==> config.mk <==
export PLATFORM = sky130hd
export DESIGN_NAME = base64_stream_codec
export DESIGN_NICKNAME = d
export VERILOG_FILES = /design/src/rtl/core/b64c_pkg.sv /design/src/rtl/core/b64c_front.sv /design/src/rtl/core/b64c_queue.sv /design/src/rtl/core/b64c_back.sv /design/src/rtl/core/base64_stream_codec.sv
export SDC_FILE = /design/constraint.sdc
export NUM_CORES = 1
export LEC_CHECK = 0
export ABC_CLOCK_PERIOD_IN_PS = 6600
export BUFFER_PORTS_ARGS = -buffer_cell sky130_fd_sc_hd__buf_2
export CAP_MARGIN = 0
export CORE_ASPECT_RATIO = 1.1
export CORE_MARGIN = 3
export CORE_UTILIZATION = 45
export CTS_CLUSTER_SIZE = 8
export DETAILED_ROUTE_END_ITERATION = 8
export GPL_TIMING_DRIVEN = 0
export PLACE_DENSITY = 0.66
export SYNTH_ARGS = -nofsm -noshare
export SYNTH_HDL_FRONTEND = slang
export SYNTH_HIERARCHICAL = 1
export SYNTH_SLANG_ARGS = --single-unit
==> constraint.sdc <==
create_clock -name i_clk -period 6.6 [get_ports i_clk]
set_input_delay 1.32 -clock i_clk [delete_from_list [all_inputs] [get_ports i_clk]]
set_output_delay 1.32 -clock i_clk [all_outputs]
set_load 0.01 [all_outputs]
==> src/rtl/core/b64c_pkg.sv <==
// Package for the Base64 stream codec: payload structs, the request bundle
// passed from front to back, character codes and alphabet helpers.
// No dependencies.
package b64c_pkg;

    localparam int QDEPTH = 2;
    localparam int QPTR_W = $clog2(QDEPTH);
    localparam int QCNT_W = $clog2(QDEPTH + 1);
    localparam int MAX_RES = 4;
    localparam int RIDX_W = $clog2(MAX_RES);
    localparam int RCNT_W = $clog2(MAX_RES + 1);

    localparam logic DIR_ENCODE = 1'b0;
    localparam logic DIR_DECODE = 1'b1;

    localparam logic [1:0] ERR_OK   = 2'd0;
    localparam logic [1:0] ERR_CHAR = 2'd1;
    localparam logic [1:0] ERR_LEN  = 2'd2;

    localparam logic [7:0] CH_PAD = 8'h3D;
    localparam logic [7:0] CH_CR  = 8'h0D;
    localparam logic [7:0] CH_LF  = 8'h0A;
    localparam logic [7:0] CH_SP  = 8'h20;

    typedef struct packed {
        logic [7:0] data_byte;
        logic       last_item;
    } t_in;

    typedef struct packed {
        logic [7:0] out_byte;
        logic       out_valid;
        logic       end_of_run;
        logic [1:0] error_code;
    } t_out;

    // Results caused by one accepted request.
    typedef struct packed {
        logic [RCNT_W-1:0]          cnt;
        logic [MAX_RES-1:0][7:0]    data;
        logic                       stat_only;
        logic                       last;
        logic [1:0]                 err;
    } t_bundle;

    typedef struct packed {
        logic full;
        logic empty;
    } t_q_stat;

    typedef struct packed {
        logic       ok;
        logic [5:0] val;
    } t_sext;

    function automatic logic [7:0] enc_char(input logic [5:0] v);
        logic [7:0] c;
        if (v < 6'd26) begin
            c = 8'(8'h41 + {2'b00, v});
        end else if (v < 6'd52) begin
            c = 8'(8'h61 + {2'b00, v} - 8'd26);
        end else if (v < 6'd62) begin
            c = 8'(8'h30 + {2'b00, v} - 8'd52);
        end else if (v == 6'd62) begin
            c = 8'h2B;
        end else begin
            c = 8'h2F;
        end
        return c;
    endfunction

    function automatic t_sext dec_char(input logic [7:0] c);
        t_sext s;
        s = '0;
        if (c >= 8'h41 && c <= 8'h5A) begin
            s.ok  = 1'b1;
            s.val = 6'(c - 8'h41);
        end else if (c >= 8'h61 && c <= 8'h7A) begin
            s.ok  = 1'b1;
            s.val = 6'(c - 8'h61 + 8'd26);
        end else if (c >= 8'h30 && c <= 8'h39) begin
            s.ok  = 1'b1;
            s.val = 6'(c - 8'h30 + 8'd52);
        end else if (c == 8'h2B) begin
            s.ok  = 1'b1;
            s.val = 6'd62;
        end else if (c == 8'h2F) begin
            s.ok  = 1'b1;
            s.val = 6'd63;
        end
        return s;
    endfunction

endpackage

==> src/rtl/core/b64c_front.sv <==
// Front end: accepts requests, runs the encode/decode state update and
// builds the result bundle for each request. Depends on b64c_pkg.
module b64c_front import b64c_pkg::*; (
    input  logic    i_clk,
    input  logic    i_rst_n,
    input  logic    i_in_valid,
    output logic    o_in_ready,
    input  t_in     i_in,
    input  logic    i_cfg_valid,
    input  logic    i_cfg_data,
    input  t_q_stat i_q_stat,
    output logic    o_push,
    output t_bundle o_bundle
);

    logic       r_dir;
    logic [1:0] r_grp;
    logic [5:0] r_held;
    logic [2:0] r_pend;
    logic [1:0] r_pos;
    logic [1:0] r_trim;
    logic       r_pad;
    logic       r_err;

    logic [1:0] n_grp;
    logic [5:0] n_held;
    logic [2:0] n_pend;
    logic [1:0] n_pos;
    logic [1:0] n_trim;
    logic       n_pad;
    logic       n_err;

    logic       acc;
    logic       ws;
    t_sext      sx;
    logic [2:0] pend;
    logic [11:0] acc_bits;
    logic [3:0] total;
    t_bundle    bnd;

    assign o_in_ready = !i_q_stat.full;
    assign acc = i_in_valid && o_in_ready;

    always_comb begin
        n_grp  = r_grp;
        n_held = r_held;
        n_pend = r_pend;
        n_pos  = r_pos;
        n_trim = r_trim;
        n_pad  = r_pad;
        n_err  = r_err;
        bnd    = '0;
        ws     = (i_in.data_byte == CH_CR) || (i_in.data_byte == CH_LF)
              || (i_in.data_byte == CH_SP);
        sx     = dec_char(i_in.data_byte);
        pend   = (r_pend > 3'd6) ? 3'd6 : r_pend;
        acc_bits = {r_held, sx.val};
        total  = 4'({1'b0, pend} + 4'd6);
        if (r_dir == DIR_ENCODE) begin
            unique case (r_grp)
                2'd0: begin
                    bnd.data[0] = enc_char(i_in.data_byte[7:2]);
                    n_held = {4'b0, i_in.data_byte[1:0]};
                    n_grp  = 2'd1;
                    bnd.cnt = RCNT_W'(1);
                    if (i_in.last_item) begin
                        bnd.data[1] = enc_char({i_in.data_byte[1:0], 4'b0});
                        bnd.data[2] = CH_PAD;
                        bnd.data[3] = CH_PAD;
                        bnd.cnt = RCNT_W'(4);
                    end
                end
                2'd1: begin
                    bnd.data[0] = enc_char({r_held[1:0], i_in.data_byte[7:4]});
                    n_held = {2'b0, i_in.data_byte[3:0]};
                    n_grp  = 2'd2;
                    bnd.cnt = RCNT_W'(1);
                    if (i_in.last_item) begin
                        bnd.data[1] = enc_char({i_in.data_byte[3:0], 2'b0});
                        bnd.data[2] = CH_PAD;
                        bnd.cnt = RCNT_W'(3);
                    end
                end
                default: begin
                    bnd.data[0] = enc_char({r_held[3:0], i_in.data_byte[7:6]});
                    bnd.data[1] = enc_char(i_in.data_byte[5:0]);
                    n_held = '0;
                    n_grp  = 2'd0;
                    bnd.cnt = RCNT_W'(2);
                end
            endcase
            bnd.last = i_in.last_item;
        end else begin
            n_pos = 2'(r_pos + 2'd1);
            if (!ws) begin
                n_trim = n_pos;
                if (!r_pad && !r_err) begin
                    if (i_in.data_byte == CH_PAD) begin
                        n_pad = 1'b1;
                    end else if (!sx.ok) begin
                        n_err = 1'b1;
                    end else begin
                        if (total >= 4'd8) begin
                            total = 4'(total - 4'd8);
                            bnd.data[0] = 8'(acc_bits >> total);
                            acc_bits = acc_bits & 12'((12'd1 << total) - 12'd1);
                            bnd.cnt = RCNT_W'(1);
                        end
                        n_held = acc_bits[5:0];
                        n_pend = total[2:0];
                    end
                end
            end
            if (i_in.last_item) begin
                if (bnd.cnt == '0) begin
                    bnd.cnt       = RCNT_W'(1);
                    bnd.stat_only = 1'b1;
                end
                bnd.last = 1'b1;
                bnd.err  = (n_trim == 2'd1) ? ERR_LEN : (n_err ? ERR_CHAR : ERR_OK);
            end
        end
        if (i_in.last_item) begin
            n_grp  = '0;
            n_held = '0;
            n_pend = '0;
            n_pos  = '0;
            n_trim = '0;
            n_pad  = 1'b0;
            n_err  = 1'b0;
        end
    end

    assign o_bundle = bnd;
    assign o_push   = acc && (bnd.cnt != '0);

    always_ff @(posedge i_clk) begin
        if (!i_rst_n) begin
            r_dir  <= DIR_ENCODE;
            r_grp  <= '0;
            r_held <= '0;
            r_pend <= '0;
            r_pos  <= '0;
            r_trim <= '0;
            r_pad  <= 1'b0;
            r_err  <= 1'b0;
        end else if (i_cfg_valid) begin
            r_dir  <= i_cfg_data;
            r_grp  <= '0;
            r_held <= '0;
            r_pend <= '0;
            r_pos  <= '0;
            r_trim <= '0;
            r_pad  <= 1'b0;
            r_err  <= 1'b0;
        end else if (acc) begin
            r_grp  <= n_grp;
            r_held <= n_held;
            r_pend <= n_pend;
            r_pos  <= n_pos;
            r_trim <= n_trim;
            r_pad  <= n_pad;
            r_err  <= n_err;
        end
    end

endmodule

==> src/rtl/core/b64c_queue.sv <==
// Short bundle queue between front and back ends.
// Depends on b64c_pkg.
module b64c_queue import b64c_pkg::*; (
    input  logic    i_clk,
    input  logic    i_rst_n,
    input  logic    i_push,
    input  t_bundle i_bundle,
    input  logic    i_pop,
    output t_bundle o_head,
    output t_q_stat o_stat
);

    t_bundle             r_mem [QDEPTH];
    logic [QPTR_W-1:0]   r_wptr;
    logic [QPTR_W-1:0]   r_rptr;
    logic [QCNT_W-1:0]   r_cnt;

    assign o_head       = r_mem[r_rptr];
    assign o_stat.full  = (r_cnt == QCNT_W'(QDEPTH));
    assign o_stat.empty = (r_cnt == '0);

    always_ff @(posedge i_clk) begin
        if (i_push) begin
            r_mem[r_wptr] <= i_bundle;
        end
    end

    always_ff @(posedge i_clk) begin
        if (!i_rst_n) begin
            r_wptr <= '0;
            r_rptr <= '0;
            r_cnt  <= '0;
        end else begin
            if (i_push) begin
                r_wptr <= QPTR_W'(r_wptr + 1'b1);
            end
            if (i_pop) begin
                r_rptr <= QPTR_W'(r_rptr + 1'b1);
            end
            if (i_push && !i_pop) begin
                r_cnt <= QCNT_W'(r_cnt + 1'b1);
            end else if (i_pop && !i_push) begin
                r_cnt <= QCNT_W'(r_cnt - 1'b1);
            end
        end
    end

    a_no_overflow: assert property (@(posedge i_clk) disable iff (!i_rst_n)
        i_push |-> (!o_stat.full || i_pop))
        else $error("push into full queue");

    a_no_underflow: assert property (@(posedge i_clk) disable iff (!i_rst_n)
        i_pop |-> !o_stat.empty)
        else $error("pop from empty queue");

    a_cnt_drop: assert property (@(posedge i_clk) disable iff (!i_rst_n)
        (i_pop && !i_push) |=> (r_cnt == QCNT_W'($past(r_cnt) - 1'b1)))
        else $error("queue count mismatch");

endmodule

==> src/rtl/core/b64c_back.sv <==
// Back end: walks the results of the head bundle into the output register,
// one per cycle unless the output stalls. Depends on b64c_pkg.
module b64c_back import b64c_pkg::*; (
    input  logic    i_clk,
    input  logic    i_rst_n,
    input  t_bundle i_head,
    input  t_q_stat i_q_stat,
    output logic    o_pop,
    output logic    o_out_valid,
    input  logic    i_out_ready,
    output t_out    o_out
);

    logic [RIDX_W-1:0] r_idx;
    logic              r_ov;
    t_out              r_out;

    logic              load;
    logic              fin;

    assign load  = !i_q_stat.empty && (!r_ov || i_out_ready);
    assign fin   = (RCNT_W'(r_idx) + RCNT_W'(1)) >= i_head.cnt;
    assign o_pop = load && fin;

    assign o_out_valid = r_ov;
    assign o_out       = r_out;

    always_ff @(posedge i_clk) begin
        if (load) begin
            r_out.out_byte   <= i_head.stat_only ? 8'd0 : i_head.data[r_idx];
            r_out.out_valid  <= !i_head.stat_only;
            r_out.end_of_run <= fin && i_head.last;
            r_out.error_code <= (fin && i_head.last) ? i_head.err : ERR_OK;
        end
    end

    always_ff @(posedge i_clk) begin
        if (!i_rst_n) begin
            r_ov  <= 1'b0;
            r_idx <= '0;
        end else begin
            if (load) begin
                r_ov <= 1'b1;
            end else if (i_out_ready) begin
                r_ov <= 1'b0;
            end
            if (o_pop) begin
                r_idx <= '0;
            end else if (load) begin
                r_idx <= RIDX_W'(r_idx + 1'b1);
            end
        end
    end

    a_idx_in_range: assert property (@(posedge i_clk) disable iff (!i_rst_n)
        !i_q_stat.empty |-> (RCNT_W'(r_idx) < i_head.cnt))
        else $error("result index past bundle");

    a_idx_zero_idle: assert property (@(posedge i_clk) disable iff (!i_rst_n)
        i_q_stat.empty |-> (r_idx == '0))
        else $error("result index left over");

    a_err_only_end: assert property (@(posedge i_clk) disable iff (!i_rst_n)
        (r_ov && !r_out.end_of_run) |-> (r_out.error_code == ERR_OK))
        else $error("error code on non-final result");

endmodule

==> src/rtl/core/base64_stream_codec.sv <==
// Top level of the streaming Base64 codec: front end, bundle queue, back end.
// Depends on b64c_pkg, b64c_front, b64c_queue, b64c_back.
//
// Use:
//   Input requests (i_in: data_byte, last_item) arrive on i_in_valid/o_in_ready.
//   Results (o_out: out_byte, out_valid, end_of_run, error_code) leave on
//   o_out_valid/i_out_ready. The direction register (0 encode, 1 decode) is
//   written on i_cfg_valid/o_cfg_ready; the user must do so while the codec is
//   idle, the block does not enforce it. A write also clears the stream state.
//   A request's results pass through the queue and then the output register
//   before they are shown on o_out.
//   Throughput: one request per cycle while each causes one result and the
//   receiver does not stall; the back end sends one result per cycle, so a
//   three-byte encode group gives four results and a stream's end up to four.
//   Whitespace characters and characters after '=' in decode cause no data result.
//   A two-entry queue between the front and back ends absorbs bursts; when
//   the receiver stalls the output register holds and the queue fills, then
//   o_in_ready drops.
//   Reset (synchronous, active low) selects encode and clears all but the data.
module base64_stream_codec import b64c_pkg::*; (
    input  logic i_clk,
    input  logic i_rst_n,
    input  logic i_in_valid,
    output logic o_in_ready,
    input  t_in  i_in,
    output logic o_out_valid,
    input  logic i_out_ready,
    output t_out o_out,
    input  logic i_cfg_valid,
    output logic o_cfg_ready,
    input  logic i_cfg_data
);

    t_q_stat q_stat;
    t_bundle push_bundle;
    t_bundle head;
    logic    push;
    logic    pop;

    assign o_cfg_ready = 1'b1;

    b64c_front u_front (
        .i_clk       (i_clk),
        .i_rst_n     (i_rst_n),
        .i_in_valid  (i_in_valid),
        .o_in_ready  (o_in_ready),
        .i_in        (i_in),
        .i_cfg_valid (i_cfg_valid),
        .i_cfg_data  (i_cfg_data),
        .i_q_stat    (q_stat),
        .o_push      (push),
        .o_bundle    (push_bundle)
    );

    b64c_queue u_queue (
        .i_clk    (i_clk),
        .i_rst_n  (i_rst_n),
        .i_push   (push),
        .i_bundle (push_bundle),
        .i_pop    (pop),
        .o_head   (head),
        .o_stat   (q_stat)
    );

    b64c_back u_back (
        .i_clk       (i_clk),
        .i_rst_n     (i_rst_n),
        .i_head      (head),
        .i_q_stat    (q_stat),
        .o_pop       (pop),
        .o_out_valid (o_out_valid),
        .i_out_ready (i_out_ready),
        .o_out       (o_out)
    );

endmodule
==> metrics, run 1 <==
Worst R2R Path Depth=10; IO buf count=28; max frequency=~0.19 GHz; Final Hold Violating Endpoints=0; P_leak=approximately 3.3 nW; final non-filler cell total=between 1,000 and 1,500; minimum clock period=about 5.4 ns; final wirelength=between 20,000 and 25,000 um; residual DRC count=0; drt pass-1 iters=6; largest net degree at the start of global routing=37; Storage cell area=0.00322 mm^2; global-route usage over all layers=0.243; M3 GR Usage=0.0390; synth warn=6; worst path arrival time=around 5.4 ns; vias in the first global route=between 6,000 and 7,000; Slowest-stage cell, CP=a2111oi_4; initial antenna violation count=0; Critical Path Max Stage Delay=between 0.4 and 0.5 ns; PostCTS Resize Cnt=0; die area=~0.020 mm^2; footprint of the multi-input gates=0.00448 mm^2; CTS Hold Bufs=0; CP cell instances=buf_2 > clkbuf_1 > clkbuf_1 > inv_1 > ha_1 > and2_1 > a2111oi_4 > o21a_2 > o31ai_2 > nand2b_4 > nor2_1 > nor2_1 > nor2_1 > nor2b_4 > buf_12; chip height=about 150 um; number of synthesized flops with an enable pin=90; critical path type=in2reg; GP Congestion=roughly 1.0; number of distinct library cells after synthesis=just under 90; count leader, synth=edfxtp_1; Die Width=around 130 um; first-pass GRT wire length=37,600 um; share of cells above drive strength 1=0.172; Final Util=0.523; GR peak layer=met2; Top delay family on crit path=buffers and inverters; power density over the cells=slightly below 300 mW/mm^2; Final Net Count=between 900 and 1,000; async set-or-reset flop fraction in the synthesized netlist=0; Post-Place Cell Area=approximately 0.0087 mm^2; clk slew on worst S/H paths=~0.050 ns; H-Tree Depth=4; Area contributors post-synth=edfxtp_1 (33%), dfxtp_1 (6.4%), mux2_2 (5.6%); fin area=just over 0.009 mm^2; Initial DRC Count=~810; top cell type's share of synthesized area=0.331; Worst Skew=between 0.015 and 0.02 ns; via count=approximately 7,100; worst slew pin tran=0.780 ns; FF+latch count, synth=116; TritonCTS Buffers=17; crit end category=flip-flop; GR Layer Usage met2=0.398; Starting Density=0.461; kind of start point of the critical path=primary input; core area=0.0177 mm^2; max_slew headroom=0.477; Critical path buffers and inverters=5; Worst Hold Depth=2; WP depth=15; Tcrit/Tclk final=0.811; synthesized area=approximately 0.0082 mm^2; Pins Over Slew Limit=0; CP most frequent cell=nor2_1; Seq/Total Area, Yosys=0.394; Detail Placement HPWL=~18,000 um; row count=roughly 50; Avg Vias per Cell=between 6 and 7; peak supply drop=between 200 and 250 uV; RSZ-0062 raised after global routing=no; placed insts=about 1,100; Place WS=about 0.94 ns; total congestion overflow=0; largest buffer count on any clock path=2; Primary FF master, synth=edfxtp_1; worst-path fanout max=32; CTS Sinks=approximately 120; Layout area overhead=13.6%; max_cap viols=0; slack of the critical path=1.25 ns; Worst-Skew Late Latency=0.41 ns; routed len/inst=between 20 and 25 um; met1 Use GR=0.313; Critical Path RT=between 6 and 7 ns; Boundary Pins=30; Syn Area/Cell=9.36 um^2; Setup violations, final=0; Clock Root Buffer=clkbuf_16; area leader, netlist=edfxtp_1; synth cell count leaders=edfxtp_1 (90), nor2_1 (82), nand2_1 (79); Routed Antenna Nets=0; ant diodes=0; status=completed; Fillers=approximately 1,700; CTS tree=done; post-CTS setup buffer count=0; synthesized instance count=873; min-delay worst type=reg2reg
==> cell families after synthesis <==
group | count (synthesis) | share of synthesized area
AO/OA/AOI/OAI | 248 | 0.212
other | 2 | 0.000919
XOR/XNOR | 18 | 0.0193
multiplexers | 56 | 0.0871
adder cells (fa/ha/maj) | 33 | 0.0505
AND/OR/NAND/NOR | 295 | 0.175
flip-flops | 116 | 0.394
buffers and inverters | 105 | 0.0608
==> final timing paths <==
| path | from | endpoint | slack, ns |
|---|---|---|---|
| worst max-delay path | i_in[3] | u_queue/r_mem[0][15] | 1.25 |
| worst min-delay path | u_front/r_trim[1] | u_front/r_trim[1] | 0.48 |
| worst max register to register | u_front/r_held[1] | u_queue/r_mem[1][4] | 3.19 |
| worst min register to register | u_front/r_trim[1] | u_front/r_trim[1] | 0.48 |
==> layout by cell type, fill, tap and decap left out, types with 15 or more instances in the layout <==
cell,count
clkbuf_1,42
nor2b_1,15
edfxtp_1,90
a21oi_1,57
mux2_2,41
ha_1,33
buf_4,19
and2_1,16
nand3_1,20
a31oi_1,15
o21ai_0,44
nand2_1,79
nor3_1,32
nor2_1,82
buf_2,34
inv_1,26
clkbuf_16,17
dfxtp_1,26
==> power breakdown <==
part | switching, W | internal (W) | total [W]
clock | 0.000317 | 0.000603 | 0.000920
sequential | 0.0000344 | 0.000940 | 0.000975
combinational | 0.000460 | 0.000354 | 0.000814
==> layer usage <==
metal,up-vias,routed length (um),part of all wire
met5,-,0,0
met1,3358,10100,0.42
met3,65,1540,0.064
met4,0,992,0.041
li1,3362,-,-
met2,342,11400,0.47
==> stage by stage <==
step / setup TNS (ns) / power [W] / hold WS (ns)
CTS: 0 / 0.00273 / 0.488
global placement: -52.99 / 0.00178 / 0.460
detailed placement: 0 / 0.00180 / 0.476
finish: 0 / 0.00271 / 0.480
floorplan: 0 / 0.00157 / 0.445
global route: 0 / 0.00285 / 0.516
==> worst reg2reg max path: stages, from the launching register on <==
cell	delay [ns]
dfxtp_1	0.37
clkbuf_1	0.40
inv_1	0.26
ha_1	0.26
a21oi_1	0.45
clkbuf_1	0.39
o21ai_0	0.17
o311ai_0	0.16
o21ai_0	0.16
o21ai_0	0.29
o31ai_1	0.19
==> layout make-up <==
cell class,instances,area share
multi-input combinational,657,0.483
sequential,116,0.347
clock buffer,20,0.0481
buffer,76,0.0418
tap,238,0.0321
timing repair buffer,30,0.0194
clock inverter,12,0.0167
inverter,29,0.0117
==> flip-flops by register name, summed over array words and instances, names as in the netlist, 2 cells and up, named ones only <==
name / count
u_queue/r_cnt: 2
u_front/r_pend: 3
u_queue/r_mem: 78
u_front/r_pos: 2
u_front/r_trim: 2
u_front/r_grp: 2
u_back/o_out: 12
u_back/r_idx: 2
u_front/r_held: 6
(Power assumes the default switching activity.)
==> inputs of run 2 (changes only) <==
ABC_CLOCK_PERIOD_IN_PS = 4490   (was 6600)
PLACE_DENSITY = 0.68   (was 0.66)
clock period = 4.49 ns   (was 6.6 ns; I/O delays follow)
==> run 2 against run 1 <==
Compared with the run above:
- sequential share of layout area hardly changed
- worst hold slack worse by 0.0024 ns
- die area stayed put
- clock power is 42% higher
- design area hardly changed
- core utilization hardly changed
- via count is 1.1% higher
- combinational power is 47% higher
- worst setup slack worse by 1.1 ns
- global-route usage is 0.25 points higher
- flip-flop and latch count stayed put
- largest cell class unchanged
- largest power group unchanged
==> metrics, run 2 (synthesis gave the netlist of run 1 again) <==
crit end category=flip-flop; footprint of the multi-input gates=0.00456 mm^2 (+1.7%); Worst Hold End=u_front/r_trim[1]; first-pass GRT wire length=37,800 um (+0.66%); GP Congestion=0.983 (-2.0%); Final Net Count=975 (unchanged); Pins Over Slew Limit=0 (unchanged); via count=7,204 (+1.1%); status=completed; Worst Skew=0.0176 ns (+0.00221 ns); drt pass-1 iters=5 (-1); power density over the cells=426 mW/mm^2 (+46%); peak supply drop=288 uV (+38%); commonest non-fill, non-tap cell in the layout=edfxtp_1; Avg Vias per Cell=6.12 (+1.2%); kind of start point of the critical path=primary input; worst path arrival time=4.66 ns (-0.78 ns); Worst R2R Path Depth=10 (unchanged); Critical Path RT=4.84 ns (-1.85 ns); max FFs per register=78 (unchanged); total congestion overflow=0 (unchanged); Worst R2R Setup Slack=1.11 ns (-2.08 ns); die area=0.0198 mm^2 (unchanged); min-delay src=u_front/r_trim[1]; share of cells above drive strength 1=0.175 (+0.00231); Detail Placement HPWL=17,200 um (-1.8%); Clock Root Buffer=clkbuf_16; final wirelength=24,300 um (+1.7%); Largest Register=u_queue/r_mem; largest buffer count on any clock path=2 (unchanged); P_leak=3.36 nW (+0.49%); post-CTS setup buffer count=0 (unchanged); RR Startpoint=u_front/r_held[1]; largest net degree at the start of global routing=21 (-43%); Final Hold Violating Endpoints=0 (unchanged); Die Width=134 um (unchanged); chip height=147 um (unchanged); Routed Antenna Nets=0 (unchanged); fin area=0.00928 mm^2 (about the same); TritonCTS Buffers=17 (unchanged); max frequency=about 0.23 GHz; residual DRC count=0 (unchanged); routed len/inst=20.7 um (+1.7%); Boundary Pins=30 (unchanged); max_cap viols=0 (unchanged); row count=51 (unchanged); ant diodes=0 (unchanged); initial antenna violation count=0 (unchanged); Initial DRC Count=742 (-8.2%); Worst Hold Depth=2 (unchanged); Setup violations, final=0 (unchanged); Min Hold Slack=0.478 ns (-0.00242 ns); worst-path fanout max=14 (-56%); Setup Total Neg Slack=0 ns (unchanged); vias in the first global route=6,821 (+0.52%); minimum clock period=4.31 ns; Worst-Skew Late Latency=0.42 ns (about the same); critical path type=in2reg; Layout area overhead=13.6% (about the same); CTS Hold Bufs=0 (unchanged); Storage cell area=0.00322 mm^2 (unchanged); Post-Place Cell Area=0.00864 mm^2 (-0.46%); max_slew headroom=0.437 (-0.0401); clk slew on worst S/H paths=0.05 ns (about the same); RSZ-0062 raised after global routing=no; H-Tree Depth=4 (unchanged); Fillers=1,674 (unchanged); Starting Density=0.461 (unchanged); reg-to-reg critical path endpoint=u_queue/r_mem[1][4]; worst slew pin tran=0.839 ns (+0.0589 ns); core area=0.0177 mm^2 (unchanged); IO buf count=28 (unchanged); global-route usage over all layers=0.246 (+0.00252); CTS Sinks=116 (unchanged); Tcrit/Tclk final=0.961; CTS tree=done; most frequent cells in the layout=edfxtp_1 (90), nor2_1 (81), nand2_1 (79), a21oi_1 (57), o21ai_0 (44); min-delay worst type=reg2reg
run 2: changes by cell type in the layout (fill, tap and decap cells not counted), sizes merged:
| cell | change |
|---|---|
| clkinv | +5 |
| clkbuf | -4 |
| clkinvlp | -4 |
| nor2b | +3 |
| and2 | +1 |
| buf | -1 |
| inv | -1 |
run 2: how the worst max path moves through the flow:
stage | endpoint | start | slack [ns] | cells past startpoint
after floorplan | u_queue/r_mem[0][0] | i_in[3] | 0.15 | 13
after global placement | u_queue/r_mem[0][26] | i_in[3] | -1.29 | 14
after detailed placement | u_queue/r_mem[0][35] | i_in[3] | -1.27 | 14
after CTS | u_queue/r_cnt[1] | i_in[3] | 0.09 | 15
after global routing | u_queue/r_cnt[1] | i_in[3] | 0.02 | 15
final | u_queue/r_cnt[1] | i_in[3] | 0.18 | 15
run 2: per-stage QoR:
| stage | utilization | total power [W] | setup WS, ns | instances |
|---|---|---|---|---|
| final | 0.523 | 0.00396 | 0.177 | 1177 |
| after global routing | 0.523 | 0.00415 | 0.0159 | 1177 |
| after CTS | 0.522 | 0.00398 | 0.0923 | 1177 |
| after detailed placement | 0.487 | 0.00262 | -1.27 | 1144 |
| after global placement | 0.487 | 0.00261 | -1.29 | 1144 |
| after floorplan | - | 0.00230 | 0.147 | 878 |
run 2: repair_timing:
item / in CTS / in global routing
pin swaps: 1 / 0
gates resized for setup: 7 / 5
setup endpoints to repair: 87 / 82
gates cloned: 4 / 0
run 2: cell type report:
type                            count  share of cell area
Multi-Input combinational cell    661               0.491
Sequential cell                   116               0.347
Clock buffer                       19              0.0466
Buffer                             74              0.0411
Tap cell                          238              0.0321
Timing Repair Buffer               28              0.0151
Clock inverter                     12              0.0150
Inverter                           29              0.0117
run 2: power breakdown:
part	internal, W	leakage [nW]	switching (W)	total, W
combinational	0.000521	2.01	0.000683	0.00120
sequential	0.00138	1.06	0.0000566	0.00144
clock	0.000858	0.283	0.000454	0.00131
total	0.00276	3.36	0.00119	0.00396
run 2: worst max-delay path, cell delays in order:
cell and delay (ns):
buf_2 0.26, buf_2 0.30, inv_1 0.23, ha_1 0.27
and2_1 0.25, a2111oi_4 0.53, o21a_4 0.28, o31ai_2 0.10
nand2b_4 0.16, nor2_1 0.22, nor2_1 0.14, nor2_4 0.24
ha_1 0.30, or3_1 0.35, a21boi_1 0.13
run 2: routing by layer:
layer / part of all wire / global-route usage / routed length (um) / vias up
li1: - / - / - / 3365
met5: 0 / 0 / 0 / -
met3: 0.064 / 0.0356 / 1560 / 80
met1: 0.41 / 0.320 / 10100 / 3416
met4: 0.049 / 0.128 / 1200 / 0
met2: 0.47 / 0.397 / 11500 / 343
==> inputs of run 3 (changes only) <==
BUFFER_PORTS_ARGS = -buffer_cell sky130_fd_sc_hd__buf_4   (was -buffer_cell sky130_fd_sc_hd__buf_2)
==> run 3 against run 2 <==
Compared with the run above:
- maximum frequency rose by 1.8%
- critical path depth did not move
- clock power rose by 4%
- register-to-register slack got worse by 0.07 ns
- largest cell class unchanged
==> metrics, run 3 (synthesis gave the netlist of run 1 again) <==
status=completed; min-delay src=u_front/r_trim[0]; kind of start point of the critical path=primary input; TritonCTS Buffers=17 (unchanged); Largest Register=u_queue/r_mem; Worst-Skew Late Latency=0.41 ns (about the same); residual DRC count=0 (unchanged); crit end category=flip-flop; Final Hold Violating Endpoints=0 (unchanged); max_cap viols=0 (unchanged); most frequent cells in the layout=edfxtp_1 (90), nor2_1 (81), nand2_1 (79), a21oi_1 (57), buf_4 (49); CTS Sinks=116 (unchanged); max frequency=0.236 GHz (+1.8%); Min Hold Slack=0.499 ns (+0.0210 ns); first-pass GRT wire length=38,200 um (+0.97%); Die Width=134 um (unchanged); critical path type=in2reg; ant diodes=0 (unchanged); clock share of power=0.337 (+0.005); vias in the first global route=6,956 (+2.0%); H-Tree Depth=4 (unchanged); Seq pwr share=0.356 (-0.008); Layout area overhead=14.8%; core area=0.0177 mm^2 (unchanged); reg-to-reg critical path endpoint=u_queue/r_mem[0][4]; worst slew pin tran=0.822 ns (-0.0170 ns); fin area=0.00938 mm^2 (+1.1%); Routed Antenna Nets=0 (unchanged); via count=7,188 (-0.22%); Fillers=1,660 (-0.84%); Worst R2R Path Depth=10 (unchanged); clk slew on worst S/H paths=0.06 ns (about the same); global-route usage over all layers=0.248 (+0.00275); Tcrit/Tclk final=0.944 (-0.0170); commonest non-fill, non-tap cell in the layout=edfxtp_1; minimum clock period=4.24 ns (-0.0762 ns); Avg Vias per Cell=6.09 (-0.48%); Detail Placement HPWL=17,500 um (+1.5%); routed len/inst=20.8 um (+0.44%); CTS tree=done; Clock Root Buffer=clkbuf_16; Final Net Count=977 (+0.21%); initial antenna violation count=0 (unchanged); P_int=0.00282 W (+2.1%); footprint of the multi-input gates=0.00454 mm^2 (-0.41%); die area=0.0198 mm^2 (unchanged); final wirelength=24,500 um (+0.69%); worst-path fanout max=14 (unchanged); row count=51 (unchanged); Logic pwr share=0.306 (+0.002); RR Startpoint=u_front/r_held[1]; Final Util=0.529 (+0.00550); Worst Hold Depth=2 (unchanged); largest buffer count on any clock path=2 (unchanged); wl on met1=9880 um (-2.2%); Switching Fraction=0.302 (about the same); GP Congestion=0.962 (-2.2%); P_leak=3.39 nW (+0.75%); IO buf count=28 (unchanged); largest net degree at the start of global routing=21 (unchanged); Critical Path RT=4.83 ns (about the same); min-delay worst type=reg2reg; Worst Skew=0.00921 ns (-0.00836 ns); power density over the cells=431 mW/mm^2 (+1.1%); drt pass-1 iters=5 (unchanged); Boundary Pins=30 (unchanged); max_slew headroom=0.448 (+0.0114); Setup violations, final=0 (unchanged); top sig layer=met4; Worst R2R Setup Slack=1.04 ns (-0.07 ns); met3 WL post-DR=1470 um (-5.5%); chip height=147 um (unchanged); Pins Over Slew Limit=0 (unchanged); worst path arrival time=4.57 ns (-0.09 ns); Worst Hold End=u_front/r_trim[0]; Starting Density=0.461 (unchanged); total congestion overflow=0 (unchanged); RSZ-0062 raised after global routing=no; share of cells above drive strength 1=0.180 (+0.00581); CTS Hold Bufs=0 (unchanged); Post-Place Cell Area=0.00871 mm^2 (+0.81%); Initial DRC Count=661 (-11%); NetSw=0.00122 W (+2.2%); max FFs per register=78 (unchanged); DR WL met2=12,000 um (+4.6%); peak supply drop=330 uV (+14%); Storage cell area=0.00322 mm^2 (unchanged)
run 3: worst max-delay path by stage:
stage	startpoint	end	slack (ns)	depth (start not counted)
floorplan	i_in[3]	u_queue/r_mem[0][0]	0.15	13
global placement	i_in[3]	u_queue/r_mem[0][26]	-1.25	14
detailed placement	i_in[3]	u_queue/r_mem[0][34]	-1.25	14
CTS	i_in[1]	u_queue/r_cnt[1]	0.12	15
global route	i_in[3]	u_queue/r_cnt[1]	0.06	15
finish	i_in[3]	u_queue/r_cnt[1]	0.25	15
run 3: cell type report:
class / instances / share of cell area
Multi-Input combinational cell: 661 / 0.484
Tap cell: 238 / 0.0318
Clock buffer: 19 / 0.0472
Clock inverter: 13 / 0.0167
Timing Repair Buffer: 30 / 0.0240
Buffer: 74 / 0.0407
Inverter: 29 / 0.0120
Sequential cell: 116 / 0.344
run 3: power groups by stage:
| stage | Clock [W] | Combinational [W] | Sequential, W |
|---|---|---|---|
| after floorplan | 0 | 0.000827 | 0.00148 |
| after global placement | 0 | 0.00119 | 0.00145 |
| after detailed placement | 0 | 0.00120 | 0.00146 |
| after CTS | 0.00138 | 0.00123 | 0.00144 |
| after global routing | 0.00142 | 0.00135 | 0.00145 |
| final | 0.00136 | 0.00124 | 0.00144 |
run 3: routing by layer:
layer / vias up / track usage
met4: 0 / 0.120
li1: 3372 / -
met3: 77 / 0.0363
met5: - / 0
met2: 333 / 0.423
met1: 3406 / 0.309
run 3: worst max-delay path: stages:
cell	delay, ns
buf_4	0.18
clkbuf_2	0.32
clkinvlp_4	0.21
ha_1	0.23
and2_1	0.26
a2111oi_4	0.43
o21a_2	0.34
o31ai_2	0.11
nand2b_4	0.16
nor2_1	0.24
nor2_1	0.15
nor2_4	0.25
ha_1	0.31
or3_1	0.35
a21boi_1	0.13
run 3: repair_timing:
item	in CTS	in global routing
resized for setup	8	1
setup buffers	0	2
pin swaps	1	0
gates cloned	4	0
endpoints found under the hold margin	0	0
setup endpoints to repair	83	33
run 3: metrics by stage:
| stage | std cells | TNS (ns) | total power, W | setup slack [ns] |
|---|---|---|---|---|
| after global placement | 1144 | -97.98 | 0.00264 | -1.25 |
| final | 1180 | 0 | 0.00404 | 0.254 |
| after global routing | 1180 | 0 | 0.00423 | 0.0611 |
| after floorplan | 878 | 0 | 0.00230 | 0.147 |
| after detailed placement | 1144 | -97.66 | 0.00266 | -1.25 |
| after CTS | 1179 | 0 | 0.00406 | 0.125 |
